<file path="src/rtl/anls_pkg.sv">
`default_nettype none

package anls_pkg;

    // Unit length counter: width follows LENGTH_WIDTH, capped at 32 bits.
    localparam int LENGTH_WIDTH = 32;
    localparam int CNT_W        = (LENGTH_WIDTH < 32) ? LENGTH_WIDTH : 32;
    localparam int UNIT_W       = 32;
    localparam int MAXU_W       = 16;
    localparam int BYTE_W       = 8;

    localparam logic [BYTE_W-1:0] BYTE_ZERO = 8'h00;
    localparam logic [BYTE_W-1:0] BYTE_ONE  = 8'h01;

    localparam logic [1:0] ZRUN_SAT = 2'd3;

    // Register map, indexed by paddr[2]
    localparam int          APB_AW        = 3;
    localparam logic        REG_MAX_UNITS = 1'b0;

    // Result queue
    localparam int QDEPTH = 4;
    localparam int QPTR_W = $clog2(QDEPTH);
    localparam int QCNT_W = $clog2(QDEPTH + 1);

    typedef struct packed {
        logic [UNIT_W-1:0] unit_bytes;
        logic              unit_valid;
        logic              last_result;
    } res_t;

    typedef struct packed {
        logic [1:0] count;
        res_t       first;
        res_t       second;
    } push_t;

    function automatic logic report_ok(
        input logic              in_unit,
        input logic              ovf,
        input logic              long_sc,
        input logic [CNT_W-1:0]  len,
        input logic [MAXU_W-1:0] max_u,
        input logic [MAXU_W-1:0] reported
    );
        logic [CNT_W-1:0] sc_len;
        logic             capped;
        sc_len = long_sc ? CNT_W'(4) : CNT_W'(3);
        capped = (max_u != '0) && (reported >= max_u);
        return in_unit && !ovf && (len > sc_len) && !capped;
    endfunction

endpackage

`default_nettype wire

</file>
<file path="src/rtl/anls_cfg.sv">
`default_nettype none

module anls_cfg (
    input  wire logic                        clk,
    input  wire logic                        rst_n,
    input  wire logic                        psel,
    input  wire logic                        penable,
    input  wire logic                        pwrite,
    input  wire logic [anls_pkg::APB_AW-1:0] paddr,
    input  wire logic [31:0]                 pwdata,
    output logic      [31:0]                 prdata,
    output logic                             pready,
    output logic [anls_pkg::MAXU_W-1:0]      max_units
);

    logic [anls_pkg::MAXU_W-1:0] max_units_reg;
    logic                        wr_en;

    assign pready = 1'b1;
    assign wr_en  = psel && penable && pwrite && pready;

    always_ff @(posedge clk or negedge rst_n)
    begin
        if (!rst_n)
        begin
            max_units_reg <= '0;
        end
        else if (wr_en && (paddr[2] == anls_pkg::REG_MAX_UNITS))
        begin
            max_units_reg <= pwdata[anls_pkg::MAXU_W-1:0];
        end
    end

    always_comb
    begin
        unique case (paddr[2])
            anls_pkg::REG_MAX_UNITS: prdata = 32'(max_units_reg);
            default:                 prdata = '0;
        endcase
    end

    assign max_units = max_units_reg;

endmodule

`default_nettype wire

</file>
<file path="src/rtl/anls_core.sv">
`default_nettype none

module anls_core (
    input  wire logic                        clk,
    input  wire logic                        rst_n,
    input  wire logic                        accept,
    input  wire logic [anls_pkg::BYTE_W-1:0] data_byte,
    input  wire logic                        stream_end,
    input  wire logic [anls_pkg::MAXU_W-1:0] max_units,
    output anls_pkg::push_t                  push
);

    logic [1:0]                  zrun_reg,   zrun_next;
    logic                        inunit_reg, inunit_next;
    logic [anls_pkg::CNT_W-1:0]  cnt_reg,    cnt_next;
    logic                        lsc_reg,    lsc_next;
    logic                        ovf_reg,    ovf_next;
    logic [anls_pkg::MAXU_W-1:0] rep_reg,    rep_next;

    logic                        is_zero;
    logic                        is_sc;
    logic [anls_pkg::CNT_W-1:0]  base;
    logic                        ovf_base;
    logic [2:0]                  add_k;
    logic [anls_pkg::CNT_W:0]    sum;
    logic                        carry;
    logic                        rep1_ok;
    logic                        rep2_ok;
    logic [anls_pkg::MAXU_W-1:0] rep_after1;
    anls_pkg::res_t              res1;
    anls_pkg::res_t              res2;

    always_comb
    begin
        is_zero     = (data_byte == anls_pkg::BYTE_ZERO);
        is_sc       = (data_byte == anls_pkg::BYTE_ONE) && (zrun_reg >= 2'd2);
        zrun_next   = zrun_reg;
        inunit_next = inunit_reg;
        lsc_next    = lsc_reg;
        base        = cnt_reg;
        ovf_base    = ovf_reg;
        add_k       = '0;
        rep1_ok     = 1'b0;

        if (is_zero)
        begin
            zrun_next = (zrun_reg == anls_pkg::ZRUN_SAT) ? anls_pkg::ZRUN_SAT
                                                         : zrun_reg + 2'd1;
            if (inunit_reg)
            begin
                add_k = ((zrun_reg == anls_pkg::ZRUN_SAT) ? 3'd1 : 3'd0)
                      + (stream_end ? {1'b0, zrun_next} : 3'd0);
            end
        end
        else if (is_sc)
        begin
            rep1_ok     = anls_pkg::report_ok(inunit_reg, ovf_reg, lsc_reg, cnt_reg,
                                              max_units, rep_reg);
            inunit_next = 1'b1;
            lsc_next    = (zrun_reg == anls_pkg::ZRUN_SAT);
            base        = anls_pkg::CNT_W'(zrun_reg) + anls_pkg::CNT_W'(1);
            ovf_base    = 1'b0;
            zrun_next   = '0;
        end
        else
        begin
            if (inunit_reg)
            begin
                add_k = {1'b0, zrun_reg} + 3'd1;
            end
            zrun_next = '0;
        end

        // one saturating add covers the byte and the closing zeros
        sum      = {1'b0, base} + (anls_pkg::CNT_W + 1)'(add_k);
        carry    = sum[anls_pkg::CNT_W];
        cnt_next = carry ? '1 : sum[anls_pkg::CNT_W-1:0];
        ovf_next = ovf_base | carry;

        rep_after1 = (rep1_ok && (rep_reg != '1)) ? rep_reg + 1'b1 : rep_reg;
        rep_next   = rep_after1;
        rep2_ok    = anls_pkg::report_ok(inunit_next, ovf_next, lsc_next, cnt_next,
                                         max_units, rep_after1);

        res1.unit_bytes  = anls_pkg::UNIT_W'(cnt_reg);
        res1.unit_valid  = 1'b1;
        res1.last_result = 1'b0;
        res2.unit_bytes  = rep2_ok ? anls_pkg::UNIT_W'(cnt_next) : '0;
        res2.unit_valid  = rep2_ok;
        res2.last_result = 1'b1;

        push.count  = accept ? ({1'b0, rep1_ok} + {1'b0, stream_end}) : 2'd0;
        push.first  = rep1_ok ? res1 : res2;
        push.second = res2;
    end

    always_ff @(posedge clk or negedge rst_n)
    begin
        if (!rst_n)
        begin
            zrun_reg   <= '0;
            inunit_reg <= 1'b0;
            cnt_reg    <= '0;
            lsc_reg    <= 1'b0;
            ovf_reg    <= 1'b0;
            rep_reg    <= '0;
        end
        else if (accept)
        begin
            if (stream_end)
            begin
                zrun_reg   <= '0;
                inunit_reg <= 1'b0;
                cnt_reg    <= '0;
                lsc_reg    <= 1'b0;
                ovf_reg    <= 1'b0;
                rep_reg    <= '0;
            end
            else
            begin
                zrun_reg   <= zrun_next;
                inunit_reg <= inunit_next;
                cnt_reg    <= cnt_next;
                lsc_reg    <= lsc_next;
                ovf_reg    <= ovf_next;
                rep_reg    <= rep_next;
            end
        end
    end

endmodule

`default_nettype wire

</file>
<file path="src/rtl/anls_outq.sv">
`default_nettype none

module anls_outq (
    input  wire logic            clk,
    input  wire logic            rst_n,
    input  wire anls_pkg::push_t push,
    output logic                 room,
    output logic                 out_valid,
    input  wire logic            out_ready,
    output anls_pkg::res_t       out_res
);

    anls_pkg::res_t              entry_reg [anls_pkg::QDEPTH];
    logic [anls_pkg::QPTR_W-1:0] wptr_reg, wptr_next;
    logic [anls_pkg::QPTR_W-1:0] rptr_reg, rptr_next;
    logic [anls_pkg::QCNT_W-1:0] count_reg, count_next;
    logic [anls_pkg::QPTR_W-1:0] wptr_plus1;
    logic                        pop;

    assign out_valid  = (count_reg != '0);
    assign out_res    = entry_reg[rptr_reg];
    assign pop        = out_valid && out_ready;
    assign room       = (count_reg <= anls_pkg::QCNT_W'(anls_pkg::QDEPTH - 2));
    assign wptr_plus1 = wptr_reg + 1'b1;

    always_comb
    begin
        wptr_next  = wptr_reg + anls_pkg::QPTR_W'(push.count);
        rptr_next  = pop ? rptr_reg + 1'b1 : rptr_reg;
        count_next = count_reg + anls_pkg::QCNT_W'(push.count)
                   - anls_pkg::QCNT_W'(pop);
    end

    always_ff @(posedge clk)
    begin
        if (push.count != 2'd0)
        begin
            entry_reg[wptr_reg] <= push.first;
        end
        if (push.count == 2'd2)
        begin
            entry_reg[wptr_plus1] <= push.second;
        end
    end

    always_ff @(posedge clk or negedge rst_n)
    begin
        if (!rst_n)
        begin
            wptr_reg  <= '0;
            rptr_reg  <= '0;
            count_reg <= '0;
        end
        else
        begin
            wptr_reg  <= wptr_next;
            rptr_reg  <= rptr_next;
            count_reg <= count_next;
        end
    end

endmodule

`default_nettype wire

</file>
<file path="src/rtl/annexb_nalu_length_scanner.sv">
// channel   dir  handshake                    payload
// s_axis    in   s_axis_tvalid/s_axis_tready  tdata: data_byte, tlast: stream_end
// m_axis    out  m_axis_tvalid/m_axis_tready  tdata: unit_bytes, tuser: unit_valid,
//                                             tlast: last_result
// apb       in   psel&penable, pready=1       reg 0 @ 0x0: max_units
//
// One input byte is taken per cycle while the queue has room; the scan and
// length update settle in the accept cycle and results reach m_axis through
// a registered 4-entry queue. A byte that ends a unit and the stream yields
// two results; s_axis_tready drops while the queue has fewer than two free
// entries, so m_axis stalls back-pressure the input once three items are held.
// rst_n clears scan state, the queue and max_units; no clearing pass.
`default_nettype none

module annexb_nalu_length_scanner (
    input  wire logic                        clk,
    input  wire logic                        rst_n,
    input  wire logic                        s_axis_tvalid,
    output logic                             s_axis_tready,
    input  wire logic [7:0]                  s_axis_tdata,  // [7:0] data_byte
    input  wire logic                        s_axis_tlast,  // stream_end
    output logic                             m_axis_tvalid,
    input  wire logic                        m_axis_tready,
    output logic [31:0]                      m_axis_tdata,  // [31:0] unit_bytes
    output logic                             m_axis_tuser,  // [0] unit_valid
    output logic                             m_axis_tlast,  // last_result
    input  wire logic                        psel,
    input  wire logic                        penable,
    input  wire logic                        pwrite,
    input  wire logic [anls_pkg::APB_AW-1:0] paddr,
    input  wire logic [31:0]                 pwdata,
    output logic      [31:0]                 prdata,
    output logic                             pready
);

    logic [anls_pkg::MAXU_W-1:0] max_units;
    logic                        accept;
    logic                        room;
    anls_pkg::push_t             push;
    anls_pkg::res_t              out_res;

    assign s_axis_tready = room;
    assign accept        = s_axis_tvalid && room;

    anls_cfg u_cfg (
        .clk       (clk),
        .rst_n     (rst_n),
        .psel      (psel),
        .penable   (penable),
        .pwrite    (pwrite),
        .paddr     (paddr),
        .pwdata    (pwdata),
        .prdata    (prdata),
        .pready    (pready),
        .max_units (max_units)
    );

    anls_core u_core (
        .clk        (clk),
        .rst_n      (rst_n),
        .accept     (accept),
        .data_byte  (s_axis_tdata),
        .stream_end (s_axis_tlast),
        .max_units  (max_units),
        .push       (push)
    );

    anls_outq u_outq (
        .clk       (clk),
        .rst_n     (rst_n),
        .push      (push),
        .room      (room),
        .out_valid (m_axis_tvalid),
        .out_ready (m_axis_tready),
        .out_res   (out_res)
    );

    assign m_axis_tdata = out_res.unit_bytes;
    assign m_axis_tuser = out_res.unit_valid;
    assign m_axis_tlast = out_res.last_result;

endmodule

`default_nettype wire

</file>
<file path="config.mk">
export PLATFORM = sky130hd
export DESIGN_NAME = annexb_nalu_length_scanner
export DESIGN_NICKNAME = d
export VERILOG_FILES = /design/src/rtl/anls_pkg.sv /design/src/rtl/anls_cfg.sv /design/src/rtl/anls_core.sv /design/src/rtl/anls_outq.sv /design/src/rtl/annexb_nalu_length_scanner.sv
export SDC_FILE = /design/constraint.sdc
export NUM_CORES = 1
export LEC_CHECK = 0
export ABC_AREA = 1
export BUFFER_PORTS_ARGS = -buffer_cell sky130_fd_sc_hd__buf_2
export CORE_MARGIN = 1
export CORE_UTILIZATION = 55
export DETAILED_ROUTE_END_ITERATION = 12
export MAX_ROUTING_LAYER = met4
export PLACE_DENSITY = 0.79
export REMOVE_ABC_BUFFERS = 1
export SYNTH_ARGS = -nofsm -noshare
export SYNTH_HDL_FRONTEND = slang
export SYNTH_SLANG_ARGS = --single-unit
</file>
<file path="constraint.sdc">
create_clock -name clk -period 7 [get_ports clk]
set_input_delay 0.7 -clock clk [delete_from_list [all_inputs] [get_ports clk]]
set_output_delay 0.7 -clock clk [all_outputs]
set_load 0.01 [all_outputs]
</file>
==> reports/qor.csv <==
stage,metric,value,unit
finish,Ant. Diodes,0,
logic_synthesis,ys async rst share,35.8,%
logic_synthesis,"Seq/Total Area, Yosys",42.4,%
floorplanning,Ports,120,
clock_network,H-tree levels,1,
timing,headroom to the max-slew limit,23.1,%
logic_synthesis,Mapped Cells,1863,
critical_path,Critical Path End Type,flip-flop,
finish,Reg area,0.00595,mm^2
timing,final period utilization,85.9,%
clock_network,Root Buffer,clkbuf_16,
global_routing,first-pass GRT wire length,61300,um
critical_path,Crit path required time,7280,ps
clock_network,clock buffer depth,3,
floorplanning,DIE AREA,0.0262,mm^2
clock_network,Skew-Pair Late Insertion Delay,530,ps
floorplanning,Initial Utilization,55.9,%
power,Clk pwr share,25.5,%
detailed_routing,Vias/cell,5.65,
critical_path,max incr delay on CP,420,ps
finish,max reg flops,136,
floorplanning,row count,58,
detailed_routing,drt pass-1 iters,11,
place,routability cong.,0.982,
clock_network,clock-pin slew on the worst setup and hold paths,70,ps
critical_path,most frequent CP cell,nand2_1,
place,Post-DP HPWL,25500,um
timing,Post-Route Setup TNS,0,ps
floorplanning,die height,162,um
timing,Max Transition Viols Final,0,
floorplanning,Core ar.,0.0251,mm^2
floorplanning,die width,162,um
finish,final net count,2025,
place,port buffer count,84,
hold_path,Min-Delay Path Class,input port to asynchronous set/reset pin,
detailed_routing,Remaining DRCs,1,
timing,Final Skew,17.6,ps
detailed_routing,antenna-violating nets left,0,
global_routing,vias in the first global route,12442,
status,violations in the final reports,DRC,
timing,FMAX,0.166,GHz
power,P_sw,2.00,mW
finish,multi-input logic area,0.00693,mm^2
logic_synthesis,Mapped Area,0.0140,mm^2
finish,Fillers,2222,
clock_network,Post-CTS Setup Bufs,0,
logic_synthesis,Mean Syn Cell Area,7.53,um^2
critical_path,reg2reg setup slack,990,ps
critical_path,"Max FO, Critical Path",23,
timing,final number of hold-violating endpoints,0,
power,sequential power share,35.4,%
detailed_routing,Starting DRT DRC Count,863,
global_routing,largest net degree at the start of global routing,77,
critical_path,WS Path Type,flip-flop to flip-flop,
power,Sw Ratio,41.7,%
place,DP Area,0.0147,mm^2
clock_network,CTS tree,done,
status,outcome,finished with violations,
critical_path,Worst EP arrival,6290,ps
clock_network,CTS Hold Bufs,0,
global_routing,GRT Resource Usage Total,30.2,%
logic_synthesis,Synth cell types,47,
finish,area delta synth->final,10.4,%
detailed_routing,WL per Instance,16.9,um
power,Lkg Pwr,7.36,nW
critical_path,CP max stage cell,dfrtp_1,
flow_run,number of max-cap violations,0,
finish,share of layout cells above drive strength 1,13.3,%
timing,RSZ-0062 raised after global routing,no,
clock_network,clk sinks,212,
power,VDD IR max,0.000259,V
clock_network,post-CTS sizing,0,
global_routing,initial antenna violation count,0,
power,Combinational Power Share,39.0,%
detailed_routing,DRT Wirelength,38200,um
detailed_routing,via count,12816,
power,P per Cell Area,310,mW/mm^2
power,Internal,2.80,mW
critical_path,CP Launch Type,flip-flop,
timing,post-layout min period,6010,ps
logic_synthesis,warnings from Yosys,0,
timing,Slew @ Worst Pin,1150,ps
logic_synthesis,"EDFF count, synth",132,
finish,final instance area,0.0155,mm^2
logic_synthesis,synthesized flop and latch total,212,
clock_network,CTS Buf Count,24,
logic_synthesis,ys flop type,edfxtp_1,
timing,Setup-failing EPs final,0,
timing,final hold slack,376,ps
global_routing,grt ovf,0,
==> worst max-delay path: cells and delay by family, from the launching register on <==
family	cells	cell delay [ps]
compound gates	3	600
fa+ha+maj	3	760
buf+inv	5	830
flops	1	420
simple gates	22	3120
==> layer usage <==
layer	share of wire [%]	up-vias	wire length, um	track usage (%)
met3	6.3	128	2400	3.29
met5	0	-	0	-
li1	-	6199	-	-
met1	40	5926	15200	35.7
met2	50	563	19100	52.3
met4	3.9	0	1480	13.0
==> cells by family (layout without fill, tap and decap cells) <==
logic type | count (synthesis) | after routing | share of synthesized area, %
simple gates | 1023 | 1023 | 31.9
compound gates | 245 | 245 | 10.2
other cells | 2 | 17 | 0.0535
flops | 212 | 212 | 42.4
buf+inv | 304 | 363 | 9.00
xor+xnor | 22 | 22 | 1.37
fa+ha+maj | 55 | 55 | 5.01
==> synthesized netlist by cell type (5+ instances only) <==
cell type,instances,area (um^2)
nor2_2,5,31.3
buf_4,18,135
dfrtp_1,76,1900
nor3_1,25,125
nand3b_1,5,37.5
o22ai_1,48,300
ha_1,53,663
inv_1,190,713
nand2_2,6,37.5
buf_6,6,67.6
nor4_1,10,62.6
nor2_1,194,728
clkbuf_1,62,233
o21ai_2,25,219
inv_2,17,63.8
a21oi_1,37,185
nand3_1,99,495
buf_2,7,35.0
a21boi_1,5,37.5
nand4_1,35,219
edfxtp_1,132,3960
o21ai_0,112,561
nand3_2,35,350
and2_1,16,100
nand2_1,584,2190
xor2_1,19,166
==> through the flow <==
stage / power, mW / cells / worst slack, ps / util (%)
4_1_cts: 4.80 / 2267 / 1110 / 61.7
3_3_place_gp: 3.50 / 2223 / 1050 / 58.7
5_1_grt: 5.06 / 2267 / 539 / 61.7
3_5_place_dp: 3.57 / 2223 / 875 / 58.7
2_1_floorplan: 2.86 / 1781 / 603 / -
6_report: 4.80 / 2267 / 986 / 61.7
==> placed cells by master (no fill, tap or decap), drive strengths merged, types with 2 or more instances in the layout <==
master / netlist / routed
nand2: 590 / 590
inv: 207 / 210
nor2: 203 / 203
o21ai: 141 / 141
nand3: 136 / 136
edfxtp: 132 / 132
buf: 35 / 112
dfrtp: 76 / 76
ha: 53 / 53
o22ai: 48 / 48
a21oi: 38 / 38
nand4: 35 / 35
clkbuf: 62 / 28
nor3: 26 / 26
xor2: 19 / 19
conb: 2 / 17
and2: 16 / 16
nor4: 10 / 10
clkinv: 0 / 10
a21boi: 6 / 6
nand3b: 5 / 5
a22o: 4 / 4
dfxtp: 4 / 4
xnor2: 3 / 3
a211oi: 2 / 2
fa: 2 / 2
clkinvlp: 0 / 2
==> power groups by stage <==
stage | registers (mW) | clock network [mW] | logic (mW)
3_5_place_dp | 1.71 | 0 | 1.85
4_1_cts | 1.69 | 1.24 | 1.87
5_1_grt | 1.72 | 1.28 | 2.06
6_report | 1.70 | 1.23 | 1.87
2_1_floorplan | 1.69 | 0 | 1.17
3_3_place_gp | 1.71 | 0 | 1.80
==> path summary, 6_finish.rpt <==
check,start,cells after the start,end
worst max-delay path,u_core.zrun_reg[0],33,u_outq.entry_reg[0][19]
worst min-delay path,rst_n,1,u_cfg.max_units[4]
worst max register to register,u_core.zrun_reg[0],33,u_outq.entry_reg[0][19]
worst min register to register,u_outq.entry_reg[1][0],1,u_outq.entry_reg[1][0]
max in group asynchronous,rst_n,1,u_outq.rptr_reg[0]
min in group clk,pwdata[8],3,u_cfg.max_units[8]
==> cell type report <==
| type | count | share of cell area [%] |
|---|---|---|
| Clock inverter | 16 | 0.864 |
| Clock buffer | 28 | 4.04 |
| Timing Repair Buffer | 112 | 4.33 |
| Multi-Input combinational cell | 1362 | 44.7 |
| Inverter | 207 | 5.01 |
| Sequential cell | 212 | 38.4 |
| Tap cell | 330 | 2.66 |
No activity file was read; power rests on OpenSTA's default activity.
